$ cat src/hdl/flic_chunk_pixel_decoder_top_assert.svh
// Assertion macros shared by the decoder modules.
// Needs signals clk and arst_n in the scope of use.
`ifndef FLIC_CHUNK_PIXEL_DECODER_TOP_ASSERT_SVH
`define FLIC_CHUNK_PIXEL_DECODER_TOP_ASSERT_SVH
// condition holds at every edge out of reset
`define FLIC_ASSERT(lbl, cond) \
	lbl: assert property (@(posedge clk) disable iff (!arst_n) (cond)) \
		else $error("flic assertion failed");
// antecedent implies consequent in the next cycle
`define FLIC_ASSERT_NEXT(lbl, ante, cons) \
	lbl: assert property (@(posedge clk) disable iff (!arst_n) (ante) |=> (cons)) \
		else $error("flic assertion failed");
`endif

$ cat src/hdl/flic_pkg.sv
// Shared types and constants of the chunk pixel decoder.
// No dependencies.
package flic_pkg;
	localparam int CNT_W = 11;
	localparam logic [CNT_W-1:0] CNT_MAX = 11'd2047;
	localparam logic [CNT_W-1:0] RESET_WIDTH = 11'd320;
	localparam logic [CNT_W-1:0] RESET_HEIGHT = 11'd200;
	localparam int QDEPTH = 4;
	localparam int QPTR_W = $clog2(QDEPTH);
	localparam int ADDR_W = 3;
	localparam logic REG_WIDTH = 1'b0;
	localparam logic REG_HEIGHT = 1'b1;

	typedef enum logic [3:0] {
		PH_IDLE, PH_BPKT, PH_COUNT, PH_REP_LO, PH_REP_HI, PH_LIT_LO, PH_LIT_HI,
		PH_LINES_LO, PH_LINES_HI, PH_WORD_LO, PH_WORD_HI, PH_SKIP
	} phase_t;

	typedef struct packed {
		logic [CNT_W-1:0] width;
		logic [CNT_W-1:0] height;
	} cfg_t;

	typedef struct packed {
		logic [CNT_W-1:0] row;
		logic [CNT_W-1:0] col;
		logic [15:0] value;
		logic [7:0] len;
		logic marker;
		logic last;
	} cmd_t;

	function automatic logic [CNT_W-1:0] eff(input logic [CNT_W-1:0] v);
		return (v == '0) ? CNT_W'(1) : v;
	endfunction
endpackage

$ cat src/hdl/flic_front.sv
// Byte parser: walks the chunk grammar and issues fill commands.
// Uses flic_pkg.
module flic_front import flic_pkg::*; (
	input  logic clk,
	input  logic arst_n,
	input  cfg_t cfg,
	input  logic in_valid,
	input  logic [7:0] data_byte,
	input  logic chunk_start,
	input  logic chunk_kind,
	output logic wr,
	output cmd_t cmd
);
	typedef struct packed {
		phase_t ph;
		logic k;
		logic [CNT_W-1:0] row;
		logic [CNT_W-1:0] col;
		logic [15:0] lines;
		logic [15:0] pk;
		logic [7:0] rc;
		logic [7:0] ll;
		logic [7:0] lo;
	} st_t;

	st_t st_q, nx;

	function automatic logic [CNT_W-1:0] sat_add(input logic [CNT_W-1:0] a,
			input logic [16:0] b);
		logic [17:0] s;
		s = {7'd0, a} + {1'b0, b};
		return (s > {7'd0, CNT_MAX}) ? CNT_MAX : s[CNT_W-1:0];
	endfunction

	always_comb begin
		st_t s;
		logic done, emit, fin, neg;
		logic [7:0] mag, flen;
		logic [15:0] word;
		logic [CNT_W-1:0] w, h;
		s = st_q;
		done = 1'b0;
		emit = 1'b0;
		fin = 1'b0;
		flen = 8'd0;
		word = {data_byte, st_q.lo};
		w = eff(cfg.width);
		h = eff(cfg.height);
		neg = data_byte[7];
		mag = neg ? (8'd0 - data_byte) : data_byte;
		cmd = '0;
		if (chunk_start) begin
			s = '0;
			s.k = chunk_kind;
			s.ph = chunk_kind ? PH_LINES_LO : PH_BPKT;
		end
		word = {data_byte, s.lo};
		case (s.ph)
			PH_BPKT: s.ph = PH_COUNT;
			PH_COUNT: begin
				if (mag == 8'd0) begin
					fin = 1'b1;
				end else if (neg == s.k) begin
					s.rc = mag;
					s.ph = PH_REP_LO;
				end else begin
					s.ll = mag;
					s.ph = PH_LIT_LO;
				end
			end
			PH_REP_LO: begin
				s.lo = data_byte;
				s.ph = PH_REP_HI;
			end
			PH_LIT_LO: begin
				s.lo = data_byte;
				s.ph = PH_LIT_HI;
			end
			PH_REP_HI: begin
				emit = 1'b1;
				flen = s.rc;
				fin = 1'b1;
			end
			PH_LIT_HI: begin
				emit = 1'b1;
				flen = 8'd1;
				s.ll = s.ll - 8'd1;
				if (s.ll == 8'd0) fin = 1'b1;
				else s.ph = PH_LIT_LO;
			end
			PH_LINES_LO: begin
				s.lo = data_byte;
				s.ph = PH_LINES_HI;
			end
			PH_LINES_HI: begin
				s.lines = word;
				if (word == 16'd0) begin
					s.ph = PH_IDLE;
					done = 1'b1;
				end else begin
					s.ph = PH_WORD_LO;
				end
			end
			PH_WORD_LO: begin
				s.lo = data_byte;
				s.ph = PH_WORD_HI;
			end
			PH_WORD_HI: begin
				if (word[15]) begin
					s.row = sat_add(s.row, 17'h10000 - {1'b0, word});
					s.ph = PH_WORD_LO;
				end else if (word == 16'd0) begin
					// empty line: same as the last packet of a line
					s.pk = 16'd1;
					fin = 1'b1;
				end else begin
					s.pk = word;
					s.col = '0;
					s.ph = PH_SKIP;
				end
			end
			PH_SKIP: begin
				s.col = sat_add(s.col, {9'd0, data_byte});
				s.ph = PH_COUNT;
			end
			default: s.ph = PH_IDLE;
		endcase
		if (emit) begin
			cmd.row = s.row;
			cmd.col = s.col;
			cmd.value = word;
			cmd.len = flen;
			s.col = sat_add(s.col, {9'd0, flen});
		end
		if (fin) begin
			if (!s.k) begin
				if (s.col >= w) begin
					s.col = '0;
					s.row = sat_add(s.row, 17'd1);
					if (s.row >= h) begin
						s.ph = PH_IDLE;
						done = 1'b1;
					end else begin
						s.ph = PH_BPKT;
					end
				end else begin
					s.ph = PH_COUNT;
				end
			end else begin
				s.pk = s.pk - 16'd1;
				if (s.pk == 16'd0) begin
					s.row = sat_add(s.row, 17'd1);
					s.lines = s.lines - 16'd1;
					if (s.lines == 16'd0) begin
						s.ph = PH_IDLE;
						done = 1'b1;
					end else begin
						s.ph = PH_WORD_LO;
					end
				end else begin
					s.ph = PH_SKIP;
				end
			end
		end
		cmd.marker = done && !emit;
		cmd.last = done;
		wr = in_valid && (emit || done);
		nx = s;
	end

	always_ff @(posedge clk or negedge arst_n) begin
		if (!arst_n) begin
			st_q <= '0;
		end else if (in_valid) begin
			st_q <= nx;
		end
	end
endmodule

$ cat src/hdl/flic_fifo.sv
// Short command queue between parser and index stage.
// Uses flic_pkg and the assertion macro header.
`include "flic_chunk_pixel_decoder_top_assert.svh"
module flic_fifo import flic_pkg::*; (
	input  logic clk,
	input  logic arst_n,
	input  logic wr,
	input  cmd_t wdata,
	input  logic rd,
	output cmd_t rdata,
	output logic full,
	output logic empty
);
	cmd_t mem_q [QDEPTH];
	logic [QPTR_W-1:0] wp_q, rp_q;
	logic [QPTR_W:0] count_q;

	assign full = (count_q == (QPTR_W+1)'(QDEPTH));
	assign empty = (count_q == '0);
	assign rdata = mem_q[rp_q];

	always_ff @(posedge clk) begin
		if (wr) mem_q[wp_q] <= wdata;
	end

	always_ff @(posedge clk or negedge arst_n) begin
		if (!arst_n) begin
			wp_q <= '0;
			rp_q <= '0;
			count_q <= '0;
		end else begin
			if (wr) wp_q <= wp_q + 1'b1;
			if (rd) rp_q <= rp_q + 1'b1;
			count_q <= count_q + (QPTR_W+1)'(wr) - (QPTR_W+1)'(rd);
		end
	end

	`FLIC_ASSERT(a_no_overflow, !(wr && full && !rd))
	`FLIC_ASSERT(a_no_underflow, !(rd && empty))
	`FLIC_ASSERT_NEXT(a_count_up, wr && !rd, count_q == $past(count_q) + 1'b1)
endmodule

$ cat src/hdl/flic_back.sv
// Index stage: multiplies out the bottom-up pixel address and frame check.
// Uses flic_pkg and the assertion macro header.
`include "flic_chunk_pixel_decoder_top_assert.svh"
module flic_back import flic_pkg::*; (
	input  logic clk,
	input  logic arst_n,
	input  cfg_t cfg,
	input  logic q_empty,
	input  cmd_t q_data,
	output logic q_rd,
	input  logic pop,
	output logic empty,
	output logic [19:0] pixel_index,
	output logic [15:0] pixel_value,
	output logic [7:0] run_length,
	output logic out_of_frame,
	output logic chunk_end
);
	logic [CNT_W-1:0] w, h;
	logic [21:0] wh_q;
	logic v_s1, v_s2, adv_s1, adv_s2;
	cmd_t cmd_s1;
	logic signed [24:0] prod_s1;
	logic signed [12:0] diff;
	logic signed [25:0] idx;
	logic signed [26:0] idx_end;

	assign w = eff(cfg.width);
	assign h = eff(cfg.height);
	assign diff = $signed({2'b00, h}) - $signed({2'b00, q_data.row}) - 13'sd1;
	assign adv_s2 = !v_s2 || pop;
	assign adv_s1 = !v_s1 || adv_s2;
	assign q_rd = adv_s1 && !q_empty;
	assign idx = 26'(prod_s1) + $signed({15'd0, cmd_s1.col});
	assign idx_end = 27'(idx) + $signed({19'd0, cmd_s1.len});
	assign empty = !v_s2;

	always_ff @(posedge clk) begin
		wh_q <= w * h;
		if (adv_s1 && !q_empty) begin
			cmd_s1 <= q_data;
			prod_s1 <= diff * $signed({1'b0, w});
		end
		if (adv_s2 && v_s1) begin
			chunk_end <= cmd_s1.last;
			if (cmd_s1.marker) begin
				pixel_index <= '0;
				pixel_value <= '0;
				run_length <= '0;
				out_of_frame <= 1'b0;
			end else begin
				pixel_index <= idx[19:0];
				pixel_value <= cmd_s1.value;
				run_length <= cmd_s1.len;
				out_of_frame <= idx[25] || (idx_end > $signed({5'd0, wh_q}));
			end
		end
	end

	always_ff @(posedge clk or negedge arst_n) begin
		if (!arst_n) begin
			v_s1 <= 1'b0;
			v_s2 <= 1'b0;
		end else begin
			if (adv_s1) v_s1 <= !q_empty;
			if (adv_s2) v_s2 <= v_s1;
		end
	end

	`FLIC_ASSERT_NEXT(a_hold_stall, v_s2 && !pop, v_s2 && $stable(pixel_index))
	`FLIC_ASSERT(a_no_read_busy, !(q_rd && v_s1 && v_s2 && !pop))
	`FLIC_ASSERT_NEXT(a_s1_moves, v_s1 && adv_s2, v_s2)
endmodule

$ cat src/hdl/flic_chunk_pixel_decoder_top.sv
// Channel   | handshake           | payload
// input     | push / full         | data_byte, chunk_start, chunk_kind
// result    | pop / empty         | pixel_index, pixel_value, run_length, out_of_frame, chunk_end
// config    | APB psel/penable    | frame_width @0x0, frame_height @0x4
// One byte accepted per cycle while full is low; a result passes through the command queue
// and the index stages before it reaches the ports.
// The parser updates its counters as each byte is accepted; the index multiply
// and frame check take two pipeline stages behind a four-entry command queue.
// full rises only when that queue fills while results are not popped.
// Asynchronous reset: parser idle, queue and pipeline empty, 320 x 200 frame.
// Top level: config registers, parser, queue and index stage. Uses flic_pkg.
module flic_chunk_pixel_decoder_top import flic_pkg::*; (
	input  logic clk,
	input  logic arst_n,
	input  logic psel,
	input  logic penable,
	input  logic pwrite,
	input  logic [ADDR_W-1:0] paddr,
	input  logic [31:0] pwdata,
	output logic [31:0] prdata,
	output logic pready,
	input  logic push,
	output logic full,
	input  logic [7:0] data_byte,
	input  logic chunk_start,
	input  logic chunk_kind,
	input  logic pop,
	output logic empty,
	output logic [19:0] pixel_index,
	output logic [15:0] pixel_value,
	output logic [7:0] run_length,
	output logic out_of_frame,
	output logic chunk_end
);
	cfg_t cfg_q;
	logic wr, q_rd, q_empty;
	cmd_t wcmd, qcmd;

	assign pready = 1'b1;
	assign prdata = (paddr[2] == REG_HEIGHT) ? {21'd0, cfg_q.height} : {21'd0, cfg_q.width};

	always_ff @(posedge clk or negedge arst_n) begin
		if (!arst_n) begin
			cfg_q.width <= RESET_WIDTH;
			cfg_q.height <= RESET_HEIGHT;
		end else if (psel && penable && pwrite) begin
			if (paddr[2] == REG_WIDTH) cfg_q.width <= pwdata[CNT_W-1:0];
			else cfg_q.height <= pwdata[CNT_W-1:0];
		end
	end

	flic_front u_front (
		.clk(clk), .arst_n(arst_n), .cfg(cfg_q), .in_valid(push && !full),
		.data_byte(data_byte), .chunk_start(chunk_start), .chunk_kind(chunk_kind),
		.wr(wr), .cmd(wcmd)
	);

	flic_fifo u_fifo (
		.clk(clk), .arst_n(arst_n), .wr(wr), .wdata(wcmd), .rd(q_rd),
		.rdata(qcmd), .full(full), .empty(q_empty)
	);

	flic_back u_back (
		.clk(clk), .arst_n(arst_n), .cfg(cfg_q), .q_empty(q_empty), .q_data(qcmd),
		.q_rd(q_rd), .pop(pop), .empty(empty), .pixel_index(pixel_index),
		.pixel_value(pixel_value), .run_length(run_length),
		.out_of_frame(out_of_frame), .chunk_end(chunk_end)
	);
endmodule

$ cat config.mk
export PLATFORM = sky130hd
export DESIGN_NAME = flic_chunk_pixel_decoder_top
export DESIGN_NICKNAME = d
export VERILOG_FILES = /design/src/hdl/flic_pkg.sv /design/src/hdl/flic_front.sv /design/src/hdl/flic_fifo.sv /design/src/hdl/flic_back.sv /design/src/hdl/flic_chunk_pixel_decoder_top.sv
export VERILOG_INCLUDE_DIRS = /design/src /design/src/hdl
export SDC_FILE = /design/constraint.sdc
export NUM_CORES = 2
export LEC_CHECK = 0
export BUFFER_PORTS_ARGS = -buffer_cell sky130_fd_sc_hd__buf_2
export CORE_MARGIN = 1
export CORE_UTILIZATION = 45
export CTS_CLUSTER_DIAMETER = 30
export DETAILED_ROUTE_END_ITERATION = 8
export GPL_TIMING_DRIVEN = 0
export PLACE_DENSITY_LB_ADDON = 0.1
export RECOVER_POWER = 50
export SYNTH_ARGS = -nofsm -noshare
export SYNTH_HDL_FRONTEND = slang
export SYNTH_SLANG_ARGS = --single-unit
$ cat constraint.sdc
create_clock -name clk -period 11.6 [get_ports clk]
set_input_delay 1.16 -clock clk [delete_from_list [all_inputs] [get_ports clk]]
set_output_delay 1.16 -clock clk [all_outputs]
set_load 0.02 [all_outputs]
Word level (Yosys, flattened, before mapping)
Memories as Yosys holds them, arrays and structs flattened.
Cells that the tools add are included.
Widths: inputs -> output; s select.
{ "word_totals": {"mem_bits_rw": 192, "latch_bits": 0, "out_inout_bits": 81, "n_memories": 1, "mem_bits_ro": 0, "elab_cells": 161, "input_bits": 52, "ff_bits": 244} }
{ "mem_list": {"columns": ["memory", "depth", "word_bits", "rd", "rd_ports_with_merged_regs", "wr", "line", "text"], "rows": [
  ["u_fifo.mem_q", 4, 48, 1, 0, 1, "flic_fifo.sv:14", "cmd_t mem_q [QDEPTH];"]
]} }
{ "classes": {"n_shift": 0, "mux": 63, "magnitude_cmp": 7, "mul": 2, "div": 0, "eq_ne": 13, "n_bitwise": 1, "addsub": 17, "n_reduce_logical": 29} }
{ "ops": {"columns": ["op", "n"], "rows": [
  ["$mux 11", 15],
  ["$mux 83", 1],
  ["$mux 16", 5],
  ["$gt 18x11->1 const B", 4],
  ["$mux 54", 1],
  ["$logic_not 16->1", 3],
  ["$mux 46", 1],
  ["$mux 4", 10],
  ["$mux 8", 5],
  ["$pmux 4 s10", 1],
  ["$mux 32", 1],
  ["$pmux 8 s2", 2],
  ["$sub 16x1->16 const B", 2],
  ["$add 26x9->27", 1],
  ["$gt 27x23->1", 1],
  ["$add 25x12->26", 1],
  ["$mul 13x12->25", 1],
  ["$add 11x8->12", 2],
  ["$ge 11x11->1", 2],
  ["$logic_not 11->1", 2],
  ["$mul 11x11->22", 1],
  ["$mux 22", 1],
  ["$pmux 11 s2", 1],
  ["$add 11x17->18", 1],
  ["28 further kinds", 67]
]} }

Logic depth before layout (Yosys ltp)
{ "depth": {"depth_word": 20, "mapped_depth": 45, "depth_no_buf": 36} }

Modules after synthesis
A second synthesis with hierarchy kept.
{ "hier_totals": {"cells_unflattened": 3440, "hier_area_um2": 34999.8} }
{ "modules_own_cells": {"columns": ["mod", "cells_each", "seq_area_each_um2", "area_each_um2", "n_inst"], "rows": [
  ["flic_back", 1776, 3733.6, 16831.1, 1],
  ["flic_front", 1294, 2077.0, 9551.7, 1],
  ["flic_fifo", 285, 5940.7, 7370.8, 1],
  ["flic_chunk_pixel_decoder_top", 85, 556.8, 1246.2, 1]
]} }

Least setup slack after synthesis
Ideal clock, no wire load.
{ "synth_path": {"path_kind": "in2reg", "startpoint": "input port chunk_start", "endpoint": "memory u_fifo.mem_q[0][0] in the netlist's numbering, enable pin", "arrival_ns": 9.576, "cell_stages": 38, "required_time_ns": 11.190, "setup_slack_ns": 1.614, "path_buffers": 8, "setup_ns": 0.410, "cell_sequence": "buf_2 buf_2 buf_1 buf_1 clkbuf_1 clkbuf_1 clkbuf_1 clkbuf_1 nor2b_1 ha_1 and4b_1 nor2_1 nor2_1 a21oi_1 a311oi_1 nand3_1 a21oi_1 ha_1 [2 not listed] nor2b_1 o21ai_0 a21boi_0 o21ai_0 a21boi_0 o21ai_0 a21oi_1 or3b_1 mux2_2 ha_1 a31oi_1 a21boi_0 o21ai_0 a211oi_1 nand2_1 o21ai_0 o31a_2 and2_1"} }
{ "synth_via": {"elab_chain_cells": 19, "elab_cells_between_ends": 57, "cone_classes": "add/sub: 8; order compare: 6; eq/ne: 6; mux: 30; reduce/logical: 7"} }
{ "synth_lines": {"columns": ["element", "line", "text"], "rows": [
  ["from (decl)", "flic_chunk_pixel_decoder_top.sv:25", "input logic chunk_start,"],
  ["$mux 83 *", "flic_front.sv:52", "if (chunk_start) begin"],
  ["$sub 17x16->17", "flic_front.sv:110", "s.row = sat_add(s.row, 17'h10000 - {1'b0, word});"],
  ["$add 11x17->18", "flic_front.sv:31", "s = {7'd0, a} + {1'b0, b};"],
  ["$gt 18x11->1", "flic_front.sv:32", "return (s > {7'd0, CNT_MAX}) ? CNT_MAX : s[CNT_W-1:0];"],
  ["$mux 11", "flic_front.sv:32", null],
  ["$mux 11", "flic_front.sv:109", "if (word[15]) begin"],
  ["$mux 11", "flic_front.sv:58", "case (s.ph)"],
  ["$add 11x1->12", "flic_front.sv:31", null],
  ["[3 not listed]", null, null],
  ["$mux 1", "flic_front.sv:140", "if (s.row >= h) begin"],
  ["$mux 1", "flic_front.sv:137", "if (s.col >= w) begin"],
  ["$mux 1", "flic_front.sv:136", "if (!s.k) begin"],
  ["$mux 1", "flic_front.sv:135", "if (fin) begin"],
  ["$logic_or 1x1->1 *", "flic_front.sv:167", "wr = in_valid && (emit || done);"],
  ["$logic_and 1x1->1 *", "flic_front.sv:167", null],
  ["$mux 1 *", "flic_fifo.sv:23", "if (wr) mem_q[wp_q] <= wdata;"],
  ["$mux 1 (implied by the code) *", "flic_fifo.sv:23", null],
  ["to (decl)", "flic_fifo.sv:14", null]
]} }
Mark *: on every way between the ends. The rest lies on a longest branch, timed or not.

Worst setup path in the final report
{ "layout_path": {"startpoint": "input port chunk_start", "endpoint": "register u_fifo.count_q[2]"} }
{ "layout_via": {"elab_chain_cells": 19, "elab_cells_between_ends": 57, "cone_classes": "add/sub: 10; order compare: 6; eq/ne: 6; mux: 28; reduce/logical: 7"} }
{ "layout_lines": {"columns": ["element", "line", "text"], "rows": [
  ["$mux 83 *", "flic_front.sv:52", null],
  ["$sub 17x16->17", "flic_front.sv:110", null],
  ["$add 11x17->18", "flic_front.sv:31", null],
  ["$gt 18x11->1", "flic_front.sv:32", null],
  ["$mux 11", "flic_front.sv:32", null],
  ["$mux 11", "flic_front.sv:109", null],
  ["$mux 11", "flic_front.sv:58", null],
  ["$add 11x1->12", "flic_front.sv:31", null],
  ["[3 not listed]", null, null],
  ["$mux 1", "flic_front.sv:140", null],
  ["$mux 1", "flic_front.sv:137", null],
  ["$mux 1", "flic_front.sv:136", null],
  ["$mux 1", "flic_front.sv:135", null],
  ["$logic_or 1x1->1 *", "flic_front.sv:167", null],
  ["$logic_and 1x1->1 *", "flic_front.sv:167", null],
  ["$add 3x1->3 *", "flic_fifo.sv:34", "count_q <= count_q + (QPTR_W+1)'(wr) - (QPTR_W+1)'(rd);"],
  ["$sub 3x1->3 *", "flic_fifo.sv:34", null],
  ["to (signal assigned)", "flic_fifo.sv:34", null],
  ["to (decl)", "flic_fifo.sv:16", "logic [QPTR_W:0] count_q;"]
]} }
Marks and branches as above.
A chain may end at the register's enable or synchronous reset.

==> reports/metrics.csv <==
metric,value,unit
synth-edff-count,300,
hold_viol_final,0,
start_util,45.6,%
met2_usage,46.6,%
drt_iter0_markers,1915,
synth_ff_type,edfxtp_1,
nets,4081,
critPathSlowestCell,nor4_2,
via_per_inst,5.72,
drv_slew,199,
path_class,in2reg,
timing.fmax,0.0899,GHz
core-area,74700,µm²
grt_use_met1,35.4,%
end_kind,flop,
die_height,277,µm
syn_area,34000,µm²
hold_path.class,reg2reg,
overflow,0,
max_stage_delay,480,ps
ys_ff_latch,436,
post-route-min-period,11130,ps
final_layout_size_suffix_gt1_share,10.3,%
grt_pass1_vias,27700,
wire_per_inst,22.6,µm
drv_cap,5,
synth.distinct_cells,105,
met3_usage,4.24,%
antenna_cells,0,
ctsHoldBuffers,0,
cts_buffers,93,
critPathLaunchType,input pin,
grt_max_degree,62,
yosysTopAreaCell,edfxtp_1,
final_area,39100,µm²
wl,105000,µm
cp_data_arrival_time,11660,ps
htreeDepth,3,
cts_tree,done,
critPathRequiredTime,12140,ps
path_max_fanout,10,
cts.path.max_buffers,3,
relSlewSlack,-147,%
drt.antenna.violating_nets,0,
synth_warnings,0,
cp_common_cell,ha_1,
gp_congestion,0.925,
fp-row-count,100,
synth_top_area_share,26.5,%
dpl_cell_area,36000,µm²
ys_top_cells_by_area,"edfxtp_1 (26%), fa_1 (13%), ha_1 (8.5%)",
route.vias.total,26400,
grtUsageTotal,27.6,%
fin_crit_sh,95.9,%
fp.dieW,277,µm
ys_seq_area_share,36.2,%
cts_setup_buffers,0,
worstMarginPinSlew,3710,ps
port_buffers,86,
rsz0062_at_grt,false,
antenna_found_initial,0,
dieArea,76700,µm²
cts.clk_slew.worst_paths,60,ps
drc_errors,0,
clock-sinks,436,
dr.pass1.iters,5,
skew,34.3,ps
clk_latency,660,ps
grt_pass1_wl,163000,µm
violations,"capacitance limit, slew limit",
boundaryPins,133,
top_usage_layer,met2,
syn_inst,3371,
setup_viol,0,
area_growth,15.0,%
status,"complete, but fails checks",
root_buffer,clkbuf_16,
final_cell_mix,"inv_1 (353), nand2_1 (340), edfxtp_1 (300)",
syn_area_per_cell,10.1,µm²
synthArstFlopShare,26.1,%
n_fill_cell,6734,
hpwlAfterDp,80900,µm
mostFrequentLayoutCell,inv_1,
[repair_timing]
action,4_1_cts,5_1_grt
setup endpoints to repair,222,222
resized for setup,6,7
endpoints found under the hold margin,0,0
pin swaps,0,0
[worst max-delay path, delay by kind of cell]
| family | cells | cell delay, ps |
|---|---|---|
| and+or+nand+nor | 8 | 1970 |
| AOI/OAI and AO/OA | 10 | 2750 |
| muxes | 1 | 360 |
| xor gates and xnor gates | 2 | 350 |
| adders and majority gates | 7 | 1840 |
| buffers and inverters | 11 | 3180 |
[registers in the layout (all words and copies together), names as in the netlist, 2 cells and up]
name                count
u_front.st_q           83
u_back.prod_s1         25
u_fifo.count_q          3
u_fifo.mem_q          192
u_back.pixel_value     16
u_back.pixel_index     20
cfg_q                  22
u_fifo.rp_q             2
u_back.cmd_s1          37
u_fifo.wp_q             2
u_back.wh_q            22
u_back.run_length       8
[layer usage]
| metal | share of wire, % | wire length (µm) |
|---|---|---|
| met1 | 43 | 44800 |
| met2 | 48 | 50100 |
| met3 | 5.6 | 5880 |
| met4 | 3.7 | 3910 |
| met5 | 0 | 0 |
[synthesized netlist by cell type, drive strengths merged, types with 48 or more instances]
cell,instances
edfxtp,300
nor2b,76
mux4,48
o21ai,147
nor3,53
nand2,340
nand3,65
and2,104
xnor2,110
clkbuf,132
fa,220
nor2,259
ha,231
dfrtp,109
inv,356
a21oi,128
buf,56
[cells by family after synthesis]
kind of cell / synth area share, %
muxes: 4.29
and+or+nand+nor: 15.2
AOI/OAI and AO/OA: 12.6
DFF: 36.2
adders and majority gates: 21.4
buffers and inverters: 6.41
xor gates and xnor gates: 3.89
other: 0.0221
[cell type report]
class                           count  area [µm²]  area share, %
Sequential cell                   436       12300           31.5
Inverter                          366        1370           3.51
Tap cell                          969        1210           3.10
Clock buffer                      106        2470           6.31
Clock inverter                     67         833           2.13
Buffer                            186         811           2.07
Timing Repair Buffer               94         482           1.23
Multi-Input combinational cell   2401       19600           50.2
[worst paths after layout]
kind	startpoint	end	slack, ps	depth (start not counted)
worst max-delay path	chunk_start	u_fifo.count_q[2]$_DFF_PN0_	470	39
worst min-delay path	u_back.cmd_s1[0]$_DFFE_PP_	u_back.chunk_end$_DFFE_PP_	430	0
worst max register to register	u_fifo.rp_q[0]$_DFFE_PN0P_	u_back.prod_s1[24]$_DFFE_PP_	1040	32
worst min register to register	u_back.cmd_s1[0]$_DFFE_PP_	u_back.chunk_end$_DFFE_PP_	430	0
max in group asynchronous	arst_n	u_front.st_q[65]$_DFFE_PN0P_	5200	2
min in group asynchronous	arst_n	u_fifo.count_q[1]$_DFF_PN0_	1610	1
[through the flow]
stage / util, % / cells / worst slack [ps] / hold slack [ps] / TNS (ps)
final: 52.4 / 4625 / 474 / 426 / 0
after detailed placement: 48.2 / 4454 / -1560 / 411 / -271100
after floorplan: - / 3391 / 1610 / 400 / 0
after global placement: 47.9 / 4446 / -3240 / 409 / -651370
after CTS: 52.6 / 4626 / 26.8 / 429 / 0
after global routing: 52.4 / 4625 / 19.8 / 433 / 0
Power is not shown: default switching activity piles up to over one toggle a cycle in this logic, so the estimate is an artifact.
